`src/sv/vasl_pkg.sv`:
```
// Shared types, constants and helpers of the view angle soft limit and lock block.
package vasl_pkg;

    // Sequencer states of the top level.
    typedef enum logic [3:0] {
        S_IDLE,
        S_RM0,
        S_RM_DIV,
        S_RM_M1,
        S_RM_M2,
        S_RM_M3,
        S_RM_FIN,
        S_W0,
        S_W1,
        S_W2,
        S_LM,
        S_LR,
        S_LK0,
        S_LKD,
        S_DONE
    } t_state;

    // Band of one axis magnitude.
    typedef enum logic [1:0] {
        BAND_ZERO,
        BAND_SPLINE,
        BAND_LINEAR
    } t_band;

    // What a finished blend feeds.
    typedef enum logic {
        PH_FADE,
        PH_LOCK
    } t_phase;

    // Configuration register indexes.
    localparam logic [2:0] CFG_PITCH_DEAD   = 3'd0;
    localparam logic [2:0] CFG_PITCH_LIN    = 3'd1;
    localparam logic [2:0] CFG_ROLL_DEAD    = 3'd2;
    localparam logic [2:0] CFG_ROLL_LIN     = 3'd3;
    localparam logic [2:0] CFG_PITCH_HOLD   = 3'd4;
    localparam logic [2:0] CFG_PITCH_BLEND  = 3'd5;
    localparam logic [2:0] CFG_ROLL_HOLD    = 3'd6;
    localparam logic [2:0] CFG_ROLL_BLEND   = 3'd7;

    // Divider geometry: the quotient never exceeds one in Q16.
    localparam int DIV_NUM_W = 40;
    localparam int DIV_DEN_W = 24;
    localparam int DIV_Q_W   = 17;

    // Arithmetic constants.
    localparam logic [16:0] Q_ONE        = 17'd65536;
    localparam logic [17:0] SPLINE_K3    = 18'd196608;
    localparam logic [23:0] DEG80_SCALED = 24'd5242880;
    localparam logic [17:0] DEG_FACTOR   = 18'd360;
    localparam logic [23:0] DEG_ROUND    = 24'd10;
    localparam logic [23:0] ROLL_W_SAT   = 24'd1310720;
    localparam logic [15:0] DEG60_MAG    = 16'd10922;

    // One twentieth in Q24, rounded up; exact for numerators below 2^22.
    localparam logic [19:0] DEG_STEP_RECIP = 20'd838861;

    // Magnitude of a 16-bit signed angle; the most negative value maps to 32768.
    function automatic logic [15:0] abs16(input logic [15:0] x);
        abs16 = x[15] ? (~x + 16'd1) : x;
    endfunction

endpackage

```
`src/sv/view_angle_soft_limit_lock_unit.sv`:
```
// View angle soft limit and lock: top level with sequencer and shared datapath.
//
// Input channel: i_valid with o_stall carries raw pitch, roll and a time stamp.
// A request is taken when i_valid is high and o_stall is low. Output channel:
// o_valid with i_stall carries conditioned pitch and roll and the two lock flags.
// Configuration is written through i_cfg_we, i_cfg_idx and i_cfg_data while
// idle; the user must keep to this, as the block itself does not enforce it.
//
// One request at a time runs through a small sequencer that reuses a single
// multiplier and a 17-step restoring divider. The divider is used up to four
// times per request (two spline parameters and two unlock weights); the roll
// fade weight divides by a constant through a reciprocal multiply.
// o_stall is high from acceptance until the result moves into the output
// register. A finished result waits in its own state while the output register
// is still held by a stalled receiver; the output register keeps its contents
// until taken. Reset clears the lock state, loads register defaults and
// leaves the output empty.
module view_angle_soft_limit_lock_unit
    import vasl_pkg::*;
(
    input  logic               i_clk,
    input  logic               i_rst_n,
    input  logic               i_valid,
    output logic               o_stall,
    input  logic signed [15:0] i_pitch_in,
    input  logic signed [15:0] i_roll_in,
    input  logic [31:0]        i_time_now,
    output logic               o_valid,
    input  logic               i_stall,
    output logic signed [15:0] o_pitch_out,
    output logic signed [15:0] o_roll_out,
    output logic               o_pitch_is_locked,
    output logic               o_roll_is_locked,
    input  logic               i_cfg_we,
    input  logic [2:0]         i_cfg_idx,
    input  logic [23:0]        i_cfg_data
);

    // Configuration registers.
    logic [15:0] r_cfg_pdead, r_cfg_plin, r_cfg_rdead, r_cfg_rlin;
    logic [23:0] r_cfg_phold, r_cfg_pblend, r_cfg_rhold, r_cfg_rblend;

    // Sequencer and datapath registers.
    t_state             r_state, n_state;
    logic               r_ax, n_ax;
    t_phase             r_phase, n_phase;
    logic signed [15:0] r_pin, n_pin, r_rin, n_rin;
    logic [31:0]        r_now, n_now;
    logic signed [15:0] r_pmap, n_pmap, r_rdamp, n_rdamp, r_rmap, n_rmap;
    logic signed [15:0] r_pout, n_pout, r_rout, n_rout;
    t_band              r_pband, n_pband, r_rband, n_rband;
    logic [16:0]        r_t, n_t, r_w, n_w;
    logic signed [15:0] r_la, n_la, r_lb, n_lb;
    logic [50:0]        r_prod;
    logic [1:0]         r_lock, n_lock, r_blend, n_blend;
    logic [31:0]        r_mark [2];
    logic [31:0]        n_mark [2];
    logic               r_ovalid, n_ovalid;
    logic signed [15:0] r_opitch, n_opitch, r_oroll, n_oroll;
    logic               r_oplock, n_oplock, r_orlock, n_orlock;

    // Shared units.
    logic [32:0]          m_a;
    logic [19:0]          m_b;
    logic                 d_start, d_done;
    logic [DIV_NUM_W-1:0] d_num;
    logic [DIV_DEN_W-1:0] d_den;
    logic [DIV_Q_W-1:0]   d_quo;

    vasl_div u_div (
        .i_clk   (i_clk),
        .i_rst_n (i_rst_n),
        .i_start (d_start),
        .i_num   (d_num),
        .i_den   (d_den),
        .o_done  (d_done),
        .o_quo   (d_quo)
    );

    // Configuration write port.
    always_ff @(posedge i_clk) begin
        if (!i_rst_n) begin
            r_cfg_pdead  <= 16'd0;
            r_cfg_plin   <= 16'd32768;
            r_cfg_rdead  <= 16'd0;
            r_cfg_rlin   <= 16'd32768;
            r_cfg_phold  <= 24'd0;
            r_cfg_pblend <= 24'd0;
            r_cfg_rhold  <= 24'd0;
            r_cfg_rblend <= 24'd0;
        end else if (i_cfg_we) begin
            case (i_cfg_idx)
                CFG_PITCH_DEAD:  r_cfg_pdead  <= i_cfg_data[15:0];
                CFG_PITCH_LIN:   r_cfg_plin   <= i_cfg_data[15:0];
                CFG_ROLL_DEAD:   r_cfg_rdead  <= i_cfg_data[15:0];
                CFG_ROLL_LIN:    r_cfg_rlin   <= i_cfg_data[15:0];
                CFG_PITCH_HOLD:  r_cfg_phold  <= i_cfg_data;
                CFG_PITCH_BLEND: r_cfg_pblend <= i_cfg_data;
                CFG_ROLL_HOLD:   r_cfg_rhold  <= i_cfg_data;
                CFG_ROLL_BLEND:  r_cfg_rblend <= i_cfg_data;
                default: ;
            endcase
        end
    end

    // Shared multiplier with a registered product.
    always_ff @(posedge i_clk) begin
        r_prod <= 51'(m_a) * 51'(m_b);
    end

    // Next state, datapath updates and shared unit control.
    always_comb begin
        logic signed [15:0] v;
        logic [15:0]        a, dead, lin;
        logic               rm_done;
        logic signed [15:0] rm_val;
        t_band              rm_band;
        logic [32:0]        mag_sum;
        logic [16:0]        mag;
        logic               fade_go;
        logic [16:0]        fade_w;
        logic [23:0]        w_num;
        logic signed [16:0] ldiff;
        logic [16:0]        ldiff_mag;
        logic [33:0]        rnd_sum;
        logic [17:0]        r_off;
        logic signed [17:0] lsum;
        logic signed [15:0] lres;
        logic               ax_done;
        logic signed [15:0] ax_val;
        logic [23:0]        hold, blen;
        t_band              band;
        logic signed [15:0] raw, mapped;
        logic               lk, bl;
        logic [31:0]        mk, dlt, el;

        n_state  = r_state;
        n_ax     = r_ax;
        n_phase  = r_phase;
        n_pin    = r_pin;
        n_rin    = r_rin;
        n_now    = r_now;
        n_pmap   = r_pmap;
        n_rdamp  = r_rdamp;
        n_rmap   = r_rmap;
        n_pout   = r_pout;
        n_rout   = r_rout;
        n_pband  = r_pband;
        n_rband  = r_rband;
        n_t      = r_t;
        n_w      = r_w;
        n_la     = r_la;
        n_lb     = r_lb;
        n_lock   = r_lock;
        n_blend  = r_blend;
        n_mark   = r_mark;
        n_ovalid = r_ovalid && i_stall;
        n_opitch = r_opitch;
        n_oroll  = r_oroll;
        n_oplock = r_oplock;
        n_orlock = r_orlock;
        m_a      = '0;
        m_b      = '0;
        d_start  = 1'b0;
        d_num    = '0;
        d_den    = '0;
        rm_done  = 1'b0;
        rm_val   = '0;
        rm_band  = BAND_ZERO;
        fade_go  = 1'b0;
        fade_w   = Q_ONE;
        ax_done  = 1'b0;
        ax_val   = '0;
        w_num    = '0;

        // Per-axis selections.
        v      = r_ax ? r_rin : r_pin;
        a      = abs16(v);
        dead   = r_ax ? r_cfg_rdead : r_cfg_pdead;
        lin    = r_ax ? r_cfg_rlin : r_cfg_plin;
        hold   = r_ax ? r_cfg_rhold : r_cfg_phold;
        blen   = r_ax ? r_cfg_rblend : r_cfg_pblend;
        band   = r_ax ? r_rband : r_pband;
        raw    = r_ax ? r_rin : r_pin;
        mapped = r_ax ? r_rmap : r_pmap;
        lk     = r_lock[r_ax];
        bl     = r_blend[r_ax];
        mk     = r_mark[r_ax];
        dlt    = r_now - mk;
        el     = '0;

        // Spline magnitude rounding.
        mag_sum = r_prod[32:0] + 33'd32768;
        mag     = mag_sum[32:16];

        // Blend arithmetic.
        ldiff     = 17'({r_lb[15], r_lb}) - 17'({r_la[15], r_la});
        ldiff_mag = ldiff[16] ? 17'(-ldiff) : 17'(ldiff);
        rnd_sum   = r_prod[33:0] + 34'd32768;
        r_off     = rnd_sum[33:16];
        lsum      = ldiff[16] ? (18'({r_la[15], r_la[15], r_la}) - 18'(r_off))
                              : (18'({r_la[15], r_la[15], r_la}) + 18'(r_off));
        lres      = lsum[15:0];

        case (r_state)
            S_IDLE: begin
                if (i_valid) begin
                    n_pin   = i_pitch_in;
                    n_rin   = i_roll_in;
                    n_now   = i_time_now;
                    n_ax    = 1'b0;
                    n_state = S_RM0;
                end
            end

            // Classify the magnitude and start the spline parameter division.
            S_RM0: begin
                if (a < dead) begin
                    rm_band = BAND_ZERO;
                    rm_done = 1'b1;
                    rm_val  = '0;
                end else if (a <= lin) begin
                    rm_band = BAND_SPLINE;
                    if (lin == dead) begin
                        rm_done = 1'b1;
                        rm_val  = v;
                    end else begin
                        d_start = 1'b1;
                        d_num   = DIV_NUM_W'({16'(a - dead), 16'd0});
                        d_den   = DIV_DEN_W'(16'(lin - dead));
                        n_state = S_RM_DIV;
                    end
                end else begin
                    rm_band = BAND_LINEAR;
                    rm_done = 1'b1;
                    rm_val  = v;
                end
                if (r_ax) begin
                    n_rband = rm_band;
                end else begin
                    n_pband = rm_band;
                end
            end

            S_RM_DIV: begin
                if (d_done) begin
                    n_t     = d_quo;
                    n_state = S_RM_M1;
                end
            end

            // Smoothstep: t*t, then times (3 - 2t), then scale by the linear start.
            S_RM_M1: begin
                m_a     = 33'(r_t);
                m_b     = 20'(r_t);
                n_state = S_RM_M2;
            end

            S_RM_M2: begin
                m_a     = r_prod[32:0];
                m_b     = 20'(SPLINE_K3 - {r_t, 1'b0});
                n_state = S_RM_M3;
            end

            S_RM_M3: begin
                m_a     = 33'(r_prod[48:32]);
                m_b     = 20'(lin);
                n_state = S_RM_FIN;
            end

            // Round, apply the sign and saturate.
            S_RM_FIN: begin
                rm_done = 1'b1;
                if (v[15]) begin
                    rm_val = (mag > 17'd32768) ? 16'sh8000 : 16'(-mag);
                end else begin
                    rm_val = (mag > 17'd32767) ? 16'sh7fff : 16'(mag);
                end
            end

            // Roll fade weight from the remapped pitch magnitude.
            S_W0: begin
                if (abs16(r_pin) > DEG60_MAG) begin
                    m_a     = 33'(abs16(r_pmap));
                    m_b     = 20'(DEG_FACTOR);
                    n_state = S_W1;
                end else begin
                    fade_go = 1'b1;
                    fade_w  = Q_ONE;
                end
            end

            // Divide the rounded numerator by 20 with a reciprocal multiply.
            S_W1: begin
                w_num = DEG80_SCALED - r_prod[23:0] + DEG_ROUND;
                if (r_prod[23:0] >= DEG80_SCALED) begin
                    fade_go = 1'b1;
                    fade_w  = '0;
                end else if (w_num >= ROLL_W_SAT) begin
                    fade_go = 1'b1;
                    fade_w  = Q_ONE;
                end else begin
                    m_a     = 33'(w_num);
                    m_b     = DEG_STEP_RECIP;
                    n_state = S_W2;
                end
            end

            S_W2: begin
                fade_go = 1'b1;
                fade_w  = r_prod[40:24];
            end

            // Blend: product of the difference magnitude and the weight.
            S_LM: begin
                m_a     = 33'(ldiff_mag);
                m_b     = 20'(r_w);
                n_state = S_LR;
            end

            S_LR: begin
                case (r_phase)
                    PH_FADE: begin
                        n_rmap  = lres;
                        n_ax    = 1'b0;
                        n_state = S_LK0;
                    end
                    PH_LOCK: begin
                        ax_done = 1'b1;
                        ax_val  = lres;
                    end
                    default: n_state = S_IDLE;
                endcase
            end

            // Lock update for the selected axis.
            S_LK0: begin
                if (hold == '0) begin
                    ax_done = 1'b1;
                    ax_val  = mapped;
                end else if (band == BAND_LINEAR || (lk && band == BAND_SPLINE)) begin
                    n_lock[r_ax]  = 1'b1;
                    n_blend[r_ax] = 1'b0;
                    n_mark[r_ax]  = r_now + 32'(hold);
                    ax_done       = 1'b1;
                    ax_val        = raw;
                end else begin
                    // The hold deadline has passed: unlock, and start the fade if a blend time is set.
                    if (lk && dlt != '0 && !dlt[31]) begin
                        lk = 1'b0;
                        bl = (blen != '0);
                        mk = r_now;
                    end
                    el            = r_now - mk;
                    n_lock[r_ax]  = lk;
                    n_blend[r_ax] = bl;
                    n_mark[r_ax]  = mk;
                    n_la          = raw;
                    n_lb          = mapped;
                    n_phase       = PH_LOCK;
                    if (lk) begin
                        ax_done = 1'b1;
                        ax_val  = raw;
                    end else if (bl) begin
                        if (blen == '0 || el >= 32'(blen)) begin
                            n_blend[r_ax] = 1'b0;
                            n_w           = Q_ONE;
                            n_state       = S_LM;
                        end else begin
                            d_start = 1'b1;
                            d_num   = DIV_NUM_W'({el[23:0], 16'd0});
                            d_den   = blen;
                            n_state = S_LKD;
                        end
                    end else begin
                        ax_done = 1'b1;
                        ax_val  = mapped;
                    end
                end
            end

            S_LKD: begin
                if (d_done) begin
                    n_w     = d_quo;
                    n_state = S_LM;
                end
            end

            // Move the result into the output register once it is free.
            S_DONE: begin
                if (!r_ovalid || !i_stall) begin
                    n_ovalid = 1'b1;
                    n_opitch = r_pout;
                    n_oroll  = r_rout;
                    n_oplock = r_lock[0];
                    n_orlock = r_lock[1];
                    n_state  = S_IDLE;
                end
            end

            default: n_state = S_IDLE;
        endcase

        // Remap finished for one axis.
        if (rm_done) begin
            if (r_ax) begin
                n_rdamp = rm_val;
                n_ax    = 1'b0;
                n_state = S_W0;
            end else begin
                n_pmap  = rm_val;
                n_ax    = 1'b1;
                n_state = S_RM0;
            end
        end

        // Roll fade weight known: blend raw roll toward the remapped roll.
        if (fade_go) begin
            n_w     = fade_w;
            n_la    = r_rin;
            n_lb    = r_rdamp;
            n_phase = PH_FADE;
            n_state = S_LM;
        end

        // Lock finished for one axis.
        if (ax_done) begin
            if (r_ax) begin
                n_rout  = ax_val;
                n_state = S_DONE;
            end else begin
                n_pout  = ax_val;
                n_ax    = 1'b1;
                n_state = S_LK0;
            end
        end
    end

    // Control registers.
    always_ff @(posedge i_clk) begin
        if (!i_rst_n) begin
            r_state   <= S_IDLE;
            r_ovalid  <= 1'b0;
            r_lock    <= '0;
            r_blend   <= '0;
            r_mark[0] <= '0;
            r_mark[1] <= '0;
        end else begin
            r_state   <= n_state;
            r_ovalid  <= n_ovalid;
            r_lock    <= n_lock;
            r_blend   <= n_blend;
            r_mark[0] <= n_mark[0];
            r_mark[1] <= n_mark[1];
        end
    end

    // Payload registers.
    always_ff @(posedge i_clk) begin
        r_ax     <= n_ax;
        r_phase  <= n_phase;
        r_pin    <= n_pin;
        r_rin    <= n_rin;
        r_now    <= n_now;
        r_pmap   <= n_pmap;
        r_rdamp  <= n_rdamp;
        r_rmap   <= n_rmap;
        r_pout   <= n_pout;
        r_rout   <= n_rout;
        r_pband  <= n_pband;
        r_rband  <= n_rband;
        r_t      <= n_t;
        r_w      <= n_w;
        r_la     <= n_la;
        r_lb     <= n_lb;
        r_opitch <= n_opitch;
        r_oroll  <= n_oroll;
        r_oplock <= n_oplock;
        r_orlock <= n_orlock;
    end

    assign o_stall           = (r_state != S_IDLE);
    assign o_valid           = r_ovalid;
    assign o_pitch_out       = r_opitch;
    assign o_roll_out        = r_oroll;
    assign o_pitch_is_locked = r_oplock;
    assign o_roll_is_locked  = r_orlock;

    // A held lock never coexists with an unlock fade on either axis.
    a_lock_blend_excl: assert property (@(posedge i_clk) disable iff (!i_rst_n)
        !(r_lock[0] && r_blend[0]) && !(r_lock[1] && r_blend[1]))
        else $error("lock and fade flags both set");

    // An accepted request makes the block busy on the next cycle.
    a_accept_busy: assert property (@(posedge i_clk) disable iff (!i_rst_n)
        (i_valid && !o_stall) |=> o_stall)
        else $error("block not busy after accepting a request");

    // A finished result with a free output register is presented next cycle.
    a_done_presents: assert property (@(posedge i_clk) disable iff (!i_rst_n)
        (r_state == S_DONE && !r_ovalid) |=> (o_valid && r_state == S_IDLE))
        else $error("finished result not presented");

endmodule

```
`src/sv/vasl_div.sv`:
```
// Restoring divider producing one quotient bit per cycle for the shared datapath.
module vasl_div
    import vasl_pkg::*;
(
    input  logic                 i_clk,
    input  logic                 i_rst_n,
    input  logic                 i_start,
    input  logic [DIV_NUM_W-1:0] i_num,
    input  logic [DIV_DEN_W-1:0] i_den,
    output logic                 o_done,
    output logic [DIV_Q_W-1:0]   o_quo
);

    localparam int CNT_W = $clog2(DIV_Q_W);

    logic                 r_busy;
    logic                 r_done;
    logic [CNT_W-1:0]     r_cnt;
    logic [DIV_NUM_W-1:0] r_rem;
    logic [DIV_NUM_W-1:0] r_dsh;
    logic [DIV_Q_W-1:0]   r_quo;
    logic                 ge;

    // The shifted divisor is compared against the partial remainder.
    assign ge = (r_rem >= r_dsh);

    // Control: busy for one cycle per quotient bit, done pulses after the last.
    always_ff @(posedge i_clk) begin
        if (!i_rst_n) begin
            r_busy <= 1'b0;
            r_done <= 1'b0;
            r_cnt  <= '0;
        end else begin
            r_done <= 1'b0;
            if (i_start) begin
                r_busy <= 1'b1;
                r_cnt  <= CNT_W'(DIV_Q_W - 1);
            end else if (r_busy) begin
                r_cnt <= r_cnt - 1'b1;
                if (r_cnt == '0) begin
                    r_busy <= 1'b0;
                    r_done <= 1'b1;
                end
            end
        end
    end

    // Datapath: subtract when it fits and shift the divisor down.
    always_ff @(posedge i_clk) begin
        if (i_start) begin
            r_rem <= i_num;
            r_dsh <= DIV_NUM_W'({i_den, 16'd0});
            r_quo <= '0;
        end else if (r_busy) begin
            if (ge) begin
                r_rem <= r_rem - r_dsh;
            end
            r_quo <= {r_quo[DIV_Q_W-2:0], ge};
            r_dsh <= r_dsh >> 1;
        end
    end

    assign o_done = r_done;
    assign o_quo  = r_quo;

endmodule
```
`config.mk`:
```
export PLATFORM = sky130hd
export DESIGN_NAME = view_angle_soft_limit_lock_unit
export DESIGN_NICKNAME = d
export VERILOG_FILES = /design/src/sv/vasl_pkg.sv /design/src/sv/view_angle_soft_limit_lock_unit.sv /design/src/sv/vasl_div.sv
export SDC_FILE = /design/constraint.sdc
export NUM_CORES = 2
export LEC_CHECK = 0
export ABC_AREA = 1
export ABC_CLOCK_PERIOD_IN_PS = 27900
export BUFFER_PORTS_ARGS = -buffer_cell sky130_fd_sc_hd__buf_2
export CAP_MARGIN = 20
export CELL_PAD_IN_SITES_DETAIL_PLACEMENT = 1
export CELL_PAD_IN_SITES_GLOBAL_PLACEMENT = 2
export CORE_MARGIN = 2
export CORE_UTILIZATION = 35
export CTS_CLUSTER_DIAMETER = 200
export CTS_CLUSTER_SIZE = 10
export DETAILED_ROUTE_END_ITERATION = 6
export GPL_TIMING_DRIVEN = 1
export HOLD_SLACK_MARGIN = 0.12
export PLACE_DENSITY_LB_ADDON = 0.1
export SYNTH_ARGS = -nofsm -noshare
export SYNTH_HDL_FRONTEND = slang
export SYNTH_SLANG_ARGS = --single-unit
export TNS_END_PERCENT = 30
```
`constraint.sdc`:
```
create_clock -name i_clk -period 27.9 [get_ports i_clk]
set_input_delay 4.185 -clock i_clk [delete_from_list [all_inputs] [get_ports i_clk]]
set_output_delay 4.185 -clock i_clk [all_outputs]
set_load 0.02 [all_outputs]
```
After elaboration in Yosys (flattened, before gate mapping)
Cells that the tools add are included.
Storage, ports and cells
  RAM bits: 0
  logic and storage cells: 359
  flip-flop bits (word level): 636
  latch bits: 0
  memories: 0
  ROM bits: 0
  bits of input ports: 96
Operators by class
  bitwise logic cells: 14
  reduce and logical (&&, ||, !) cells: 51
  order comparisons: 13
  divide/modulo/power cells: 0
  $add $sub $neg: 20
  multiplexer cells: 169
  shifts and indexed selects: 0
  equal/unequal tests: 48
  multipliers: 1
Operators with widths (number)
  $mux 16: 31
  $mux 40: 10
  $mux 32: 11
  $mux 24: 9
  $pmux 33 s6: 1
  $mux 17: 9
  $bwmux 64: 2
  $pmux 20 s6: 1
  $pmux 40 s2: 1
  $mux 4: 18
  $pmux 17 s2: 2
  $ne 5x5->1 const B: 13
  $mux 64: 1
  $pmux 16 s2: 2
  $sub 32x32->32: 2
  $pmux 4 s14: 1
  $mul 33x20->49: 1
  $add 16x1->16 const B: 3
  $logic_not 24->1: 2
  $not 16->16: 3
  $pmux 24 s2: 1
  $sub 16x16->16: 3
  $mux 1: 44
  $ge 40x40->1: 1
  other kinds (71): 144

Logic depth before layout (Yosys ltp)
  word-level depth: 24
  depth in mapped cells: 61

Hierarchy
From an unflattened synthesis, not the netlist that was laid out.
Second synthesis, totals
  cells, all modules: 8351
  area total of the unflattened synthesis: 62826.5 µm²
By module, submodules not included
  view_angle_soft_limit_lock_unit: instances 1, cells each 7310, sequential area each 13132.6 µm², area each 55685.9 µm²
  vasl_div: instances 1, cells each 1041, sequential area each 2722.6 µm², area each 7140.6 µm²

Least setup slack after synthesis
Ideal clock, no wire load.
  path kind: register to register
  from: register r_ax
  to: register r_w[0] (enable)
  buffers on the path: 8
  arrival time: 8386 ps
  path slack: 19100 ps
  stages on the path, launching flop included: 51
  required time: 27485 ps
  path through: dfxtp_1 buf_2 buf_2 buf_2 buf_2 buf_2 buf_2 mux2i_1 inv_1 ha_1 fa_1 inv_1 nand3_1 nand3_1 nand2_1 nand2_1 xor2_1 nand3_1 (+15 left out) nand2_1 nand2_1 nand2_1 a21oi_1 o21ai_0 xor2_1 ha_1 nand2_1 or4_1 a21oi_1 nor2_1 nand2_1 nor2_1 nand4_1 nor2_1 nand3_2 nor2_2 o21ai_0
Between the ends
  longest elaborated chain between the ends: 17
  elaborated cells on any way between the ends: 44
  classes of those cells: add/sub: 2; order compare: 1; eq/ne: 7; mux: 22; bitwise: 1; reduce/logical: 11
RTL lines
  start, declared: line view_angle_soft_limit_lock_unit.sv:45  | logic r_ax, n_ax;
  start signal, assigned: line view_angle_soft_limit_lock_unit.sv:460  | r_ax <= n_ax;
  $not 1->2 (implied by the code): line view_angle_soft_limit_lock_unit.sv:188  | mk = r_mark[r_ax];
  $mux 32 (implied by the code) (3 in a row): line view_angle_soft_limit_lock_unit.sv:188
  $sub 32x32->32: line view_angle_soft_limit_lock_unit.sv:189  | dlt = r_now - mk;
  $reduce_bool 32->1: line view_angle_soft_limit_lock_unit.sv:349  | if (lk && dlt != '0 && !dlt[31]) begin
  $logic_and 1x1->1 (2 in a row): line view_angle_soft_limit_lock_unit.sv:349
  $mux 32: line view_angle_soft_limit_lock_unit.sv:349
  $mux 32: line view_angle_soft_limit_lock_unit.sv:341  | end else if (band == BAND_LINEAR || (lk && band == BAND_SPLINE)) begin
  $mux 32: line view_angle_soft_limit_lock_unit.sv:338  | if (hold == '0) begin
  $mux 32: line view_angle_soft_limit_lock_unit.sv:205  | case (r_state)
  $sub 32x32->32: line view_angle_soft_limit_lock_unit.sv:354  | el = r_now - mk;
  $ge 32x24->1: line view_angle_soft_limit_lock_unit.sv:365  | if (blen == '0 || el >= 32'(blen)) begin
  $logic_or 1x1->1: line view_angle_soft_limit_lock_unit.sv:365
  $ne 3x3->1 (no line)
  $reduce_and 7->1 (no line) (*)
  end signal, assigned: line view_angle_soft_limit_lock_unit.sv:473  | r_w <= n_w;
  end, declared: line view_angle_soft_limit_lock_unit.sv:52  | logic [16:0] r_t, n_t, r_w, n_w;
Mark *: on every way between the ends. The rest lies on a longest branch, timed or not. The select of a mux whose other input is x is not followed.
A chain may end at the register's enable or synchronous reset.

Worst setup path after layout
  from: register r_ax
  to: register u_div.r_rem[39] (data pin)
Between the ends
  longest elaborated chain between the ends: 22
  elaborated cells on any way between the ends: 63
  classes of those cells: add/sub: 3; order compare: 3; eq/ne: 3; mux: 42; bitwise: 2; reduce/logical: 10
RTL lines
  $not 1->2 (implied by the code): line view_angle_soft_limit_lock_unit.sv:188
  $mux 32 (implied by the code) (3 in a row): line view_angle_soft_limit_lock_unit.sv:188
  $sub 32x32->32: line view_angle_soft_limit_lock_unit.sv:189
  $reduce_bool 32->1: line view_angle_soft_limit_lock_unit.sv:349
  $logic_and 1x1->1 (2 in a row): line view_angle_soft_limit_lock_unit.sv:349
  $mux 32: line view_angle_soft_limit_lock_unit.sv:349
  $mux 32: line view_angle_soft_limit_lock_unit.sv:341
  $mux 32: line view_angle_soft_limit_lock_unit.sv:338
  (+3 left out)
  $logic_or 1x1->1: line view_angle_soft_limit_lock_unit.sv:365
  $mux 40 / $mux 1 (equally long branches): line view_angle_soft_limit_lock_unit.sv:365
  $mux 40 / $mux 1 (equally long branches): line view_angle_soft_limit_lock_unit.sv:364  | end else if (bl) begin
  $mux 40 / $mux 1 (equally long branches): line view_angle_soft_limit_lock_unit.sv:361  | if (lk) begin
  $mux 40 / $mux 1 (equally long branches): line view_angle_soft_limit_lock_unit.sv:341
  $mux 40 / $mux 1 (equally long branches): line view_angle_soft_limit_lock_unit.sv:338
  $pmux 40 s2 / $pmux 1 s2 (equally long branches): line view_angle_soft_limit_lock_unit.sv:205
  $mux 40 (*): line vasl_div.sv:50  | if (i_start) begin
  end signal, assigned: line vasl_div.sv:51  | r_rem <= i_num;
  end signal, assigned: line vasl_div.sv:56  | r_rem <= r_rem - r_dsh;
  end, declared: line vasl_div.sv:19  | logic [DIV_NUM_W-1:0] r_rem;
Marked as above.

==> flow_metrics.env <==
export IMPL_r2r_start="r_ax$_DFF_P_"
export IMPL_crit_cells=51
export IMPL_fin_total_pwr_mw=5.695
export IMPL_syn_area_per_cell_sq_um=7.679
export IMPL_ys_warnings_count=0
export IMPL_vdd_drop_max_mv=0.07335
export IMPL_period_share_pct=41.25
export IMPL_rsz0062_at_grt="false"
export IMPL_wirelength_met1_mm=119.8
export IMPL_fillers=21530
export IMPL_routed_top_layer="met4"
export IMPL_crit_reg2reg_capture="u_div.r_rem[39]$_DFFE_PP_"
export IMPL_overflow=0
export IMPL_port_buffer_count=131
export IMPL_swShare_pct=51.21
export IMPL_yosysSeqAreaShare_pct=25.65
export IMPL_yosys_area_top_type="fa_1"
export IMPL_max_freq_mhz=86.89
export IMPL_slew_viol_final=0
export IMPL_via_per_inst=5.184
export IMPL_clock_path_buffers=3
export IMPL_p_clk_share_pct=16.4
export IMPL_path_class="reg2reg"
export IMPL_first_iter_violations=3634
export IMPL_dpl_cell_area_sq_mm=0.06505
export IMPL_netlist_instances=8050
export IMPL_cts_clk_slew_worst_paths_ps=60
export IMPL_synth_ff_type="dfxtp_1"
export IMPL_antenna_found_initial=16
export IMPL_hold_path_class="reg2reg"
export IMPL_comb_power_share_pct=59.4
export IMPL_area_delta_synth_final_pct=8.906
export IMPL_layout_commonest_cell="nand2_1"
export IMPL_grt_max_degree=93
export IMPL_outcome="complete, no violations"
export IMPL_path_max_fanout=68
export IMPL_die_h_um=424.3
export IMPL_crit_arrival_ps=11960
export IMPL_hold_viol=0
export IMPL_switchingPower_mw=2.916
export IMPL_whs_ps=408.6
export IMPL_worstMarginPinSlew_ps=1123
export IMPL_drive_gt1_share_pct=6.880
export IMPL_floorplan_initialDensity_pct=35.18
export IMPL_vias=54440
export IMPL_p_leak_nw=32.08
export IMPL_cts_inserted_buffers=73
export IMPL_power_density_mw_per_mm2=84.59
export IMPL_gp_congestion=0.9022
export IMPL_fin_tns_setup_ps=0
export IMPL_timing_slew_headroom_pct=24.56
export IMPL_cts_tree="done"
export IMPL_hold_depth=0
export IMPL_min_to="o_pitch_out[8]$_DFFE_PP_"
export IMPL_min_delay_start="r_pout[8]$_DFFE_PP_"
export IMPL_final_cell_mix="nand2_1, inv_1, nor2_1"
export IMPL_wl_met3_mm=9.885
export IMPL_postCtsHoldBufs=0
export IMPL_die_area_sq_mm=0.1800
export IMPL_worst_clock_skew_ps=37.40
export IMPL_io_pins=132
export IMPL_synth_cell_area_sq_mm=0.06181
export IMPL_ys_seq_elements=636
export IMPL_layout_area_seq_sq_mm=0.01586
export IMPL_clockRootBuffer="clkbuf_16"
export IMPL_dr_wl_met2_mm=110.6
export IMPL_clk_insertion_delay_late_ps=700
export IMPL_grt_use_total_pct=27.21
export IMPL_endpoint_kind="register"
export IMPL_rows=154
export IMPL_multiInputGateArea_sq_mm=0.03901
export IMPL_critical_path_max_stage_delay_ps=930
export IMPL_die_w_um=424.3
export IMPL_core_area_sq_mm=0.1757
export IMPL_post_synth_num_cell_types=80
export IMPL_intPower_mw=2.778
export IMPL_cts_resized=0
export IMPL_startpoint_type="register"
export IMPL_path_buf_inv=8
export IMPL_cpMostUsedCell="nand2_1"
export IMPL_postLayoutCellArea_sq_mm=0.06732
export IMPL_cts_sinks=636
export IMPL_period_minus_slack_ps=11510
export IMPL_cp_top_family="simple AND/OR/NAND/NOR gates"
export IMPL_ys_async_sr_fraction_pct=0
export IMPL_drt_drc_violations_left=0
export IMPL_post_drt_wl_per_cell_um=23.44
export IMPL_grt_pass1_wl_mm=368.6
export IMPL_h_tree_depth=3
export IMPL_crit_required_ps=28350
export IMPL_wirelength_mm=246.2
export IMPL_drv_cap=0
export IMPL_seqPwrFrac_pct=24.2
export IMPL_grt_pass1_vias=56870
export IMPL_final_net_count=9135
export IMPL_synth_edf_count=312
export IMPL_dpl_hpwl_mm=197.1
export IMPL_cts_setup_buffers=0
export IMPL_reg2reg_depth=51
export IMPL_synth_top_area_share_pct=18.04
export IMPL_r2r_setup_slack_ps=16390
export IMPL_synth_area_leaders="fa_1, edfxtp_1, dfxtp_1"
export IMPL_setup_viol=0
export IMPL_cp_slowest_cell="dfxtp_4"
export IMPL_final_antenna_net_count=0
export IMPL_firstDrtPassIters=6
[synth_stat cells (163+ instances only)]
| cell type | count |
|---|---|
| nand2_1 | 1596 |
| inv_1 | 1514 |
| nor2_1 | 897 |
| o21ai_0 | 560 |
| fa_1 | 557 |
| ha_1 | 379 |
| a21oi_1 | 376 |
| dfxtp_1 | 324 |
| edfxtp_1 | 312 |
| nand3_1 | 221 |
| xor2_1 | 184 |
| clkbuf_1 | 163 |
[how the worst max path moves through the flow]
| stage | startpoint | end | slack, ps |
|---|---|---|---|
| 4_1_cts | r_ax$_DFF_P_ | u_div.r_rem[11]$_SDFFCE_PP0P_ | 16030 |
| 3_5_place_dp | r_ax$_DFF_P_ | u_div.r_rem[11]$_SDFFCE_PP0P_ | 16110 |
| 5_1_grt | r_ax$_DFF_P_ | u_div.r_rem[39]$_DFFE_PP_ | 15470 |
| 6_report | r_ax$_DFF_P_ | u_div.r_rem[39]$_DFFE_PP_ | 16390 |
| 2_1_floorplan | r_ax$_DFF_P_ | r_w[0]$_DFFE_PP_ | 19100 |
| 3_3_place_gp | r_ax$_DFF_P_ | u_div.r_dsh[36]$_DFFE_PP_ | 16380 |
[area by class of cell]
class	count	area share [%]
tap	2340	4.349
clock inverter	5	0.1078
multi-input combinational	5609	57.95
timing repair buffer	246	2.349
inverter	1537	8.579
sequential	636	23.56
clock buffer	121	3.074
antenna	8	0.02974
[through the flow]
| step | setup slack, ps | utilization, % | instances |
|---|---|---|---|
| after global placement | 16380 | 37.02 | 10360 |
| after global routing | 15470 | 38.31 | 10500 |
| after detailed placement | 16110 | 37.02 | 10360 |
| after CTS | 16030 | 38.24 | 10490 |
| after floorplan | 19100 | - | 8060 |
| final | 16390 | 38.31 | 10500 |
[kinds of logic (layout without fill, tap and decap cells)]
logic type | count (synthesis) | after routing | share of synthesized area, %
AOI/OAI and AO/OA | 1309 | 1309 | 12.23
xor gates and xnor gates | 256 | 256 | 3.658
adders and majority gates | 936 | 936 | 25.71
buffers and inverters | 1815 | 1909 | 11.48
DFF | 636 | 636 | 25.65
muxes | 45 | 45 | 0.7287
other | 2 | 20 | 0.01215
and+or+nand+nor | 3051 | 3051 | 20.53
[power groups by stage]
stage / Clock, mW / Combinational [mW] / Sequential (mW)
final: 0.933 / 3.38 / 1.38
after detailed placement: 0 / 3.34 / 1.40
after CTS: 0.961 / 3.37 / 1.38
after floorplan: 0 / 2.25 / 1.30
after global placement: 0 / 3.30 / 1.40
after global routing: 0.990 / 3.75 / 1.40
[layer usage]
metal / up-vias / global-route usage [%]
li1: 25560 / -
met1: 27560 / 39.68
met2: 1102 / 43.27
met3: 222 / 2.715
met4: 0 / 6.323
met5: - / 0
[state kept, by name (all words and copies together), names as in the netlist, 17 cells and up]
name          flops
r_t              17
r_cfg_rblend     24
u_div.r_rem      40
r_cfg_rhold      24
u_div.r_dsh      40
r_now            32
u_div.o_quo      17
r_prod           49
r_mark           64
r_w              17
r_cfg_pblend     24
r_cfg_phold      24
(Power assumes the default switching activity.)
